## src/design/sda_pkg.sv

```systemverilog
`default_nettype none

package sda_pkg;

	// Item kinds carried on the input tuser.
	typedef enum logic [1:0] {
		OP_LOAD  = 2'd0,
		OP_START = 2'd1,
		OP_TICK  = 2'd2
	} op_t;

	// Animation modes.
	typedef enum logic [1:0] {
		MODE_PLAIN   = 2'd0,
		MODE_SWIPE   = 2'd1,
		MODE_FLICKER = 2'd2,
		MODE_ROBIN   = 2'd3
	} mode_t;

	localparam int unsigned DIGIT_W   = 3;
	localparam int unsigned PATTERN_W = 8;
	localparam int unsigned PERIOD_W  = 16;
	localparam int unsigned TICK_W    = 17;
	localparam int unsigned SLOTS     = 8;

	localparam logic [TICK_W-1:0] TICK_MAX = '1;

	// Segment masks of the three swipe column steps.
	localparam logic [PATTERN_W-1:0] SWIPE_SRC_0 = 8'h30;
	localparam logic [PATTERN_W-1:0] SWIPE_OLD_0 = 8'h4f;
	localparam logic [PATTERN_W-1:0] SWIPE_SRC_1 = 8'h79;
	localparam logic [PATTERN_W-1:0] SWIPE_OLD_1 = 8'h06;
	localparam logic [PATTERN_W-1:0] SWIPE_SRC_2 = 8'h7f;

	localparam logic [1:0] SWIPE_COLUMNS = 2'd3;
	localparam logic [1:0] ROBIN_PASSES  = 2'd1;

	typedef logic [DIGIT_W-1:0]   digit_t;
	typedef logic [PATTERN_W-1:0] pattern_t;

	// New display byte of one digit during a sweep.
	function automatic pattern_t swipe_mix(input pattern_t src, input pattern_t old,
			input logic [1:0] column);
		pattern_t val;
		case (column)
			2'd0: val = (src & SWIPE_SRC_0) | (old & SWIPE_OLD_0);
			2'd1: val = (src & SWIPE_SRC_1) | (old & SWIPE_OLD_1);
			default: val = src & SWIPE_SRC_2;
		endcase
		return val;
	endfunction

endpackage

`default_nettype wire

```

## src/design/segment_display_animator.sv

```systemverilog
`default_nettype none

// Seven-segment display animator.
// Input beats arrive on the s_ channel; tuser selects the kind: load writes one
// source digit pattern, start chooses mode, digit range and step period, and a
// tick advances the running animation. Load, start and idle ticks produce no
// output.
// A tick of a running animation produces one output beat per digit of the
// range, from the first digit to the last, on the m_ channel. tlast marks the
// final beat of the animation run (the beat of the last digit once the
// animation has stopped).
// Sequence: the tick is taken and the step counters are updated, which moves the
// block into its sweep state; then, digit by digit, the shared digit unit reads
// the source and display stores at the sweep digit, forms the new display byte,
// writes it back and registers it in the output register as the next beat.
// s_tready is low during that sweep.
// When the receiver stalls, the output register holds its beat and the sweep
// waits; a new input beat can be accepted while the final beat still waits.
// Reset clears both pattern stores, stops any animation and empties the
// output register.
module segment_display_animator #(
	parameter int NUM_DIGITS      = 8,
	parameter int FLICKER_TOGGLES = 7
) (
	input  wire logic        clk,
	input  wire logic        arst_n,
	input  wire logic        s_tvalid,
	output logic             s_tready,
	// [2:0] digit_index, [10:3] pattern, [12:11] anim_mode, [15:13] start_digit,
	// [18:16] end_digit, [34:19] period_ticks, [39:35] zero
	input  wire logic [39:0] s_tdata,
	// [1:0] operation
	input  wire logic [1:0]  s_tuser,
	output logic             m_tvalid,
	input  wire logic        m_tready,
	// [2:0] out_digit, [10:3] out_pattern, [11] playing, [15:12] zero
	output logic [15:0]      m_tdata,
	output logic             m_tlast
);

	localparam int DW = sda_pkg::DIGIT_W;
	localparam int TW = sda_pkg::TICK_W;

	// Highest digit a range may reach and the count of loadable digits.
	localparam logic [DW-1:0] TOP_DIGIT    = DW'((NUM_DIGITS > 8) ? 7 : NUM_DIGITS - 1);
	localparam logic [4:0]    DIGIT_COUNT  = 5'(NUM_DIGITS);
	localparam logic [3:0]    FLICK_LIMIT  = 4'(FLICKER_TOGGLES);

	typedef enum logic {
		ST_IDLE,
		ST_SWEEP
	} state_t;

	state_t state_q;

	// Pattern stores.
	sda_pkg::pattern_t src_q  [sda_pkg::SLOTS];
	sda_pkg::pattern_t disp_q [sda_pkg::SLOTS];

	// Animation state.
	sda_pkg::mode_t mode_q;
	logic           active_q;
	sda_pkg::digit_t first_q, last_q, cursor_q;
	logic [sda_pkg::PERIOD_W-1:0] period_q;
	logic [TW-1:0]  tick_q;
	logic [1:0]     column_q;
	logic           lit_q;
	logic [3:0]     toggle_q;
	logic           right_q;
	logic [1:0]     pass_q;

	// What the sweep applies to each digit of the current tick.
	sda_pkg::digit_t sweep_d_q;
	logic            step_q;      // a step fired on this tick
	logic            aux_q;       // flicker: fill from source; round robin: light a digit
	sda_pkg::digit_t step_dig_q;
	logic [1:0]      step_col_q;

	// Output register.
	logic            out_valid_q;
	sda_pkg::digit_t out_digit_q;
	sda_pkg::pattern_t out_pattern_q;
	logic            out_playing_q;
	logic            out_last_q;

	// Input fields.
	sda_pkg::op_t    in_op;
	sda_pkg::digit_t in_index, in_start, in_end;
	sda_pkg::pattern_t in_pattern;
	sda_pkg::mode_t  in_mode;
	logic [sda_pkg::PERIOD_W-1:0] in_period;

	assign in_op      = sda_pkg::op_t'(s_tuser);
	assign in_index   = s_tdata[2:0];
	assign in_pattern = s_tdata[10:3];
	assign in_mode    = sda_pkg::mode_t'(s_tdata[12:11]);
	assign in_start   = s_tdata[15:13];
	assign in_end     = s_tdata[18:16];
	assign in_period  = s_tdata[34:19];

	assign s_tready = (state_q == ST_IDLE);
	logic accept;
	assign accept = s_tvalid && s_tready;

	// Range clamping of a start beat.
	sda_pkg::digit_t clamp_start, clamp_end, range_end;
	assign clamp_start = (in_start > TOP_DIGIT) ? TOP_DIGIT : in_start;
	assign clamp_end   = (in_end > TOP_DIGIT) ? TOP_DIGIT : in_end;
	assign range_end   = (clamp_end < clamp_start) ? clamp_start : clamp_end;

	// Saturating tick count and step fire test.
	logic [TW-1:0] tick_inc;
	logic          fire;
	assign tick_inc = (tick_q == sda_pkg::TICK_MAX) ? tick_q : tick_q + TW'(1);
	assign fire     = tick_inc > {1'b0, period_q};

	logic [1:0] col_next;
	logic [3:0] toggle_next;
	assign col_next    = column_q + 2'd1;
	assign toggle_next = toggle_q + 4'd1;

	// Shared digit unit: one digit of the range per sweep cycle while the output is not stalled.
	sda_pkg::pattern_t unit_src, unit_old, unit_val;
	logic              unit_hit;
	assign unit_src = src_q[sweep_d_q];
	assign unit_old = disp_q[sweep_d_q];
	assign unit_hit = (sweep_d_q == step_dig_q);

	always_comb begin
		case (mode_q)
			sda_pkg::MODE_PLAIN: begin
				unit_val = unit_src;
			end
			sda_pkg::MODE_SWIPE: begin
				unit_val = (step_q && unit_hit) ?
					sda_pkg::swipe_mix(unit_src, unit_old, step_col_q) : unit_old;
			end
			sda_pkg::MODE_FLICKER: begin
				unit_val = aux_q ? unit_src : '0;
			end
			default: begin
				if (step_q) begin
					unit_val = (aux_q && unit_hit) ? unit_src : '0;
				end else begin
					unit_val = unit_old;
				end
			end
		endcase
	end

	logic advance;
	assign advance = (state_q == ST_SWEEP) && (!out_valid_q || m_tready);

	always_ff @(posedge clk or negedge arst_n) begin
		if (!arst_n) begin
			state_q       <= ST_IDLE;
			for (int i = 0; i < sda_pkg::SLOTS; i++) begin
				src_q[i]  <= '0;
				disp_q[i] <= '0;
			end
			mode_q        <= sda_pkg::MODE_PLAIN;
			active_q      <= 1'b0;
			first_q       <= '0;
			last_q        <= '0;
			cursor_q      <= '0;
			period_q      <= '0;
			tick_q        <= '0;
			column_q      <= '0;
			lit_q         <= 1'b1;
			toggle_q      <= '0;
			right_q       <= 1'b1;
			pass_q        <= '0;
			sweep_d_q     <= '0;
			step_q        <= 1'b0;
			aux_q         <= 1'b0;
			step_dig_q    <= '0;
			step_col_q    <= '0;
			out_valid_q   <= 1'b0;
			out_digit_q   <= '0;
			out_pattern_q <= '0;
			out_playing_q <= 1'b0;
			out_last_q    <= 1'b0;
		end else begin
			// During a sweep the beat slot is refilled by the sweep itself.
			if (out_valid_q && m_tready && (state_q != ST_SWEEP)) begin
				out_valid_q <= 1'b0;
			end
			case (state_q)
				ST_IDLE: begin
					if (accept) begin
						case (in_op)
							sda_pkg::OP_LOAD: begin
								if ({2'b00, in_index} < DIGIT_COUNT) begin
									src_q[in_index] <= in_pattern;
								end
							end
							sda_pkg::OP_START: begin
								mode_q   <= in_mode;
								first_q  <= clamp_start;
								last_q   <= range_end;
								period_q <= in_period;
								tick_q   <= (in_mode == sda_pkg::MODE_ROBIN) ?
									{1'b0, in_period} : '0;
								cursor_q <= clamp_start;
								column_q <= '0;
								lit_q    <= 1'b1;
								toggle_q <= '0;
								right_q  <= 1'b1;
								pass_q   <= '0;
								active_q <= 1'b1;
							end
							sda_pkg::OP_TICK: begin
								if (active_q) begin
									state_q    <= ST_SWEEP;
									sweep_d_q  <= first_q;
									step_q     <= fire;
									aux_q      <= (mode_q == sda_pkg::MODE_ROBIN) ?
										(pass_q <= sda_pkg::ROBIN_PASSES) : lit_q;
									step_dig_q <= cursor_q;
									step_col_q <= column_q;
									case (mode_q)
										sda_pkg::MODE_PLAIN: begin
											active_q <= 1'b0;
										end
										sda_pkg::MODE_SWIPE: begin
											tick_q <= fire ? '0 : tick_inc;
											if (fire) begin
												if (col_next >= sda_pkg::SWIPE_COLUMNS) begin
													column_q <= '0;
													if (cursor_q >= last_q) begin
														active_q <= 1'b0;
													end else begin
														cursor_q <= cursor_q + DW'(1);
													end
												end else begin
													column_q <= col_next;
												end
											end
										end
										sda_pkg::MODE_FLICKER: begin
											tick_q <= fire ? '0 : tick_inc;
											if (fire) begin
												lit_q    <= !lit_q;
												toggle_q <= toggle_next;
												if (toggle_next == FLICK_LIMIT) begin
													active_q <= 1'b0;
												end
											end
										end
										default: begin
											// The count restarts only on a step that lights a digit.
											tick_q <= (fire && (pass_q <= sda_pkg::ROBIN_PASSES)) ?
												'0 : tick_inc;
											if (fire) begin
												if (pass_q > sda_pkg::ROBIN_PASSES) begin
													active_q <= 1'b0;
												end else begin
													if (right_q) begin
														if (cursor_q >= last_q) begin
															right_q <= 1'b0;
														end else begin
															cursor_q <= cursor_q + DW'(1);
														end
													end else if (cursor_q <= first_q) begin
														// Bounce back at the start digit.
														cursor_q <= first_q;
														pass_q   <= pass_q + 2'd1;
														right_q  <= 1'b1;
													end else begin
														cursor_q <= cursor_q - DW'(1);
													end
												end
											end
										end
									endcase
								end
							end
							default: begin
							end
						endcase
					end
				end
				ST_SWEEP: begin
					if (advance) begin
						disp_q[sweep_d_q] <= unit_val;
						out_valid_q   <= 1'b1;
						out_digit_q   <= sweep_d_q;
						out_pattern_q <= unit_val;
						out_playing_q <= active_q;
						out_last_q    <= (sweep_d_q == last_q) && !active_q;
						if (sweep_d_q == last_q) begin
							state_q <= ST_IDLE;
						end else begin
							sweep_d_q <= sweep_d_q + DW'(1);
						end
					end
				end
				default: begin
					state_q <= ST_IDLE;
				end
			endcase
		end
	end

	assign m_tvalid = out_valid_q;
	assign m_tdata  = {4'b0000, out_playing_q, out_pattern_q, out_digit_q};
	assign m_tlast  = out_last_q;

	// The range never inverts.
	a_range_order: assert property (@(posedge clk) disable iff (!arst_n)
		first_q <= last_q)
		else $error("digit range inverted");

	// The sweep stays inside the range.
	a_sweep_in_range: assert property (@(posedge clk) disable iff (!arst_n)
		state_q == ST_SWEEP |-> (sweep_d_q >= first_q) && (sweep_d_q <= last_q))
		else $error("sweep digit outside range");

	// A tick of a running animation always starts a sweep.
	a_tick_sweeps: assert property (@(posedge clk) disable iff (!arst_n)
		accept && (in_op == sda_pkg::OP_TICK) && active_q |=> state_q == ST_SWEEP)
		else $error("running tick did not sweep");

	// The final beat of a run never reports a running animation.
	a_last_stopped: assert property (@(posedge clk) disable iff (!arst_n)
		out_valid_q && out_last_q |-> !out_playing_q)
		else $error("last beat while playing");

	// A running flicker has not yet reached its toggle limit.
	a_flicker_limit: assert property (@(posedge clk) disable iff (!arst_n)
		active_q && (mode_q == sda_pkg::MODE_FLICKER) |-> toggle_q != FLICK_LIMIT)
		else $error("flicker ran past its toggle limit");

endmodule

`default_nettype wire
```

## config.mk

```make
export PLATFORM = sky130hd
export DESIGN_NAME = segment_display_animator
export DESIGN_NICKNAME = d
export VERILOG_FILES = /design/src/design/sda_pkg.sv /design/src/design/segment_display_animator.sv
export SDC_FILE = /design/constraint.sdc
export NUM_CORES = 1
export LEC_CHECK = 0
export ABC_AREA = 1
export BUFFER_PORTS_ARGS = -buffer_cell sky130_fd_sc_hd__buf_2
export CORE_AREA = 2 2 111 194
export CTS_BUF_LIST = sky130_fd_sc_hd__clkbuf_2
export DETAILED_ROUTE_END_ITERATION = 16
export DIE_AREA = 0 0 113 196
export PLACE_DENSITY = 0.69
export SYNTH_ARGS = -nofsm -noshare
export SYNTH_HDL_FRONTEND = slang
export SYNTH_SLANG_ARGS = --single-unit
```

## constraint.sdc

```tcl
create_clock -name clk -period 4.7 [get_ports clk]
set_input_delay 0.235 -clock clk [delete_from_list [all_inputs] [get_ports clk]]
set_output_delay 0.235 -clock clk [all_outputs]
set_load 0.02 [all_outputs]
```

==> results.cfg <==
[run_status]
outcome = finished with violations
violations = DRC

[critical_path]
endpoint = cursor_q[1]
crit_fanout = 17
r2r_start = tick_q[0]
cp_common_cell = nand2_1
startpoint = tick_q[0]
crit_arrival_ns = 4.30
crit_family = simple AND/OR/NAND/NOR gates
cp_slowest_cell = dfrtp_1
crit_type = register to register
regToRegEndpoint = cursor_q[1]
cp_cell_sequence = ha_1, nand2_2, nor2_4, nand2_4, nor2_4, nand2_2, nand3_1, nand2_1, inv_1, nor2_1, ha_1, nand2_1, inv_1, o21ai_0, a21boi_0, nor2_1, nand2_2, nand2_4, o21bai_4, nand2_1, nand2_1, nand2_1
crit_path_start_kind = register
cpPeakStageDelay_ns = 0.46
critPathCaptureType = register
rr_worst_depth = 22
r2r_slack_ns = 1.15
critPathBufInv = 2
cp.required_ns = 5.45
critical_path_depth = 22

[drt]
wire_per_inst_um = 16.60
wirelength_um = 29840
num_vias = 9732
via_per_inst = 5.413
antenna_left = 0
drtIter0Drc = 535
firstDrtPassIters = 11
drc = 2

[synthesis]
synthArstFlopShare = 1.000
ys_top_cells_by_count = 323 x nand2_1, 206 x dfrtp_1, 145 x nor2_1, 145 x o21ai_0, 134 x inv_1
synth_top_cell_area_share = 0.4611
seq_area_frac_synth = 0.4658
synth_cell_types = 54
synth_xor_area_frac = 0.01175
synth-simple-area-share = 0.2321
yosysWarnings = 0
synthCells = 1400
synth_edf_count = 0
synth_top_family_by_area = simple AND/OR/NAND/NOR gates
yosysMostFrequentCell = nand2_1
synth_ff_type = dfrtp_1
ys_ff_latch = 208
synth_top_area_cell = dfrtp_1
yosys-mux-area-fraction = 0.003021
avgSynthCellArea_um2 = 7.986
synth_area_leaders = dfrtp_1 46%, nand2_1 11%, o21ai_0 6.5%, nor2_1 4.9%, a21oi_1 4.5%
synth_compound_area_frac = 0.1671
post_synth_fa_ha_maj_area_fraction = 0.04364
syn-cell-area_mm2 = 0.01118

[power]
clockPowerShare = 0.151
power.density_mw_per_mm2 = 662.8
comb_power_share = 0.484
seq_power_share = 0.365
p_leak_nw = 6.117
internal_power_w = 0.004390
ir_drop_mv = 0.3483
sw_frac_of_total = 0.4712
p_sw_w = 0.003913

[floorplanning]
chipWidth_um = 113
io_pins = 65
die_area_mm2 = 0.02215
coreArea_mm2 = 0.02067
start_util = 0.5409
die_height_um = 196
row_count = 70

[sta]
fmax_mhz = 281.8
setup_viol = 0
fin_crit_ns = 3.548
tightest_slew_ns = 1.187
max_slew_margin = 0.2059
setup_tns_ns = 0
fin_worst_skew_ns = 0.04964
hold_violations = 0
min_period_over_period = 0.7549
rsz0062_at_grt = false
slew_violations = 0

[cts]
clk_latency_ns = 0.85
cts_buffers = 47
cts_tree = done
cts_resized = 0
clockBufferDepth = 3
post_cts_buffers = 0
clk_pin_slew_ns = 0.12
cts_sinks = 208
htreeDepth = 2
clock-root-buffer = clkbuf_2
ctsHoldBuffers = 48

[global_route]
antenna_found_initial = 1
grt_max_degree = 86
grt_pass1_vias = 10080
grt_pass1_wl_um = 48930
grt-ovfl-total = 0
globalRouteTotalUtil = 0.2801

[cells_and_area]
fin_area_mm2 = 0.01253
fillers = 1905
multi_input_area_mm2 = 0.005131
register_area_mm2 = 0.005209
area_delta_synth_final_pct = 12.05
drive_gt1_frac = 0.1482
nNetsFinal = 1595

[run]
cap_violations = 0

[placement]
io_buffers = 55
dpl_cell_area_mm2 = 0.01157
dp_hpwl_um = 20640
gp_congestion = 0.9304

[min_path]
min_from = s_tuser[0]
min_path_type = input pin to register
## flip-flops by register name, indices dropped and copies added, names as in the netlist, 2 cells and up
register       count
disp_q            64
src_q             64
tick_q            17
period_q          16
out_pattern_q      8
toggle_q           4
cursor_q           3
first_q            3
last_q             3
out_digit_q        3
step_dig_q         3
sweep_d_q          3
column_q           2
mode_q             2
pass_q             2
step_col_q         2
## cells by family after synthesis
family / count (synthesis)
buf+inv: 204
xor+xnor: 15
mux: 3
flops: 208
fa+ha+maj: 39
compound gates: 338
simple gates: 592
other cells: 1
## per-layer routing
layer	GRT usage	part of all wire
met4	0.1771	0.063
met2	0.5159	0.53
met3	0.03985	0.040
met1	0.2933	0.36
met5	0	0
## placed cells by master (no fill, tap or decap), types with 4 or more instances in the layout
cell and instances:
nand2_1 323, dfrtp_1 205, nor2_1 145, o21ai_0 145, inv_1 134, a21oi_1 101, clkbuf_2 74, buf_2 54
dlygate4sd3_1 47, nand3_1 43, ha_1 39, o21ai_1 32, a31oi_1 22, nand2_2 16, inv_2 15, nand4_1 12
a21oi_2 11, nand3_2 10, o2111ai_1 10, nor3_1 9, xor2_1 9, clkinv_1 9, nor2_2 7, buf_4 7
xnor2_1 6, or2_2 6, o22ai_1 5, nor2_4 4, o211ai_1 4, conb_1 4
## stage by stage
| stage | utilization | cells | total power, W | setup slack, ns | hold slack [ns] |
|---|---|---|---|---|---|
| after floorplan | - | 1403 | 0.005946 | 1.900 | -0.06059 |
| after global placement | 0.5596 | 1665 | 0.006916 | 1.193 | 0.3363 |
| after detailed placement | 0.5596 | 1665 | 0.007030 | 1.115 | 0.3414 |
| after CTS | 0.6060 | 1797 | 0.008349 | 1.135 | 0.008315 |
| after global routing | 0.6061 | 1798 | 0.009045 | 0.7916 | 0.08669 |
| final | 0.6061 | 1798 | 0.008303 | 1.152 | 0.09601 |
## worst min-delay path by stage
stage | end | slack, ns | cells past startpoint
finish | active_q | 0.1 | 7
global placement | disp_q[20] | 0.34 | 1
floorplan | active_q | -0.06 | 0
detailed placement | disp_q[20] | 0.34 | 1
global route | active_q | 0.09 | 7
CTS | active_q | 0.008 | 7
## worst register-to-register path: cells and delay by family (launching register included)
kind            cells  cell delay, ns
simple gates       15            1.71
fa+ha+maj           2            0.54
flops               1            0.46
buf+inv             2            0.17
compound gates      3            0.61
## cell type report
class                      count  share of cell area
tap                          252             0.02517
multi-input combinational    991              0.4096
clock buffer                  74             0.02956
clock inverter                10            0.007191
sequential                   208              0.4158
inverter                     152             0.04594
antenna                        1           0.0001997
timing repair buffer         110             0.06661
## power by group through the flow
stage               combinational (W)  sequential (W)  clock [W]
finish                        0.00402         0.00303    0.00125
global route                  0.00457         0.00312    0.00135
CTS                           0.00404         0.00303    0.00128
detailed placement            0.00396         0.00307          0
global placement              0.00387         0.00304          0
floorplan                     0.00297         0.00297          0
Power figures use the tool's default switching activity.
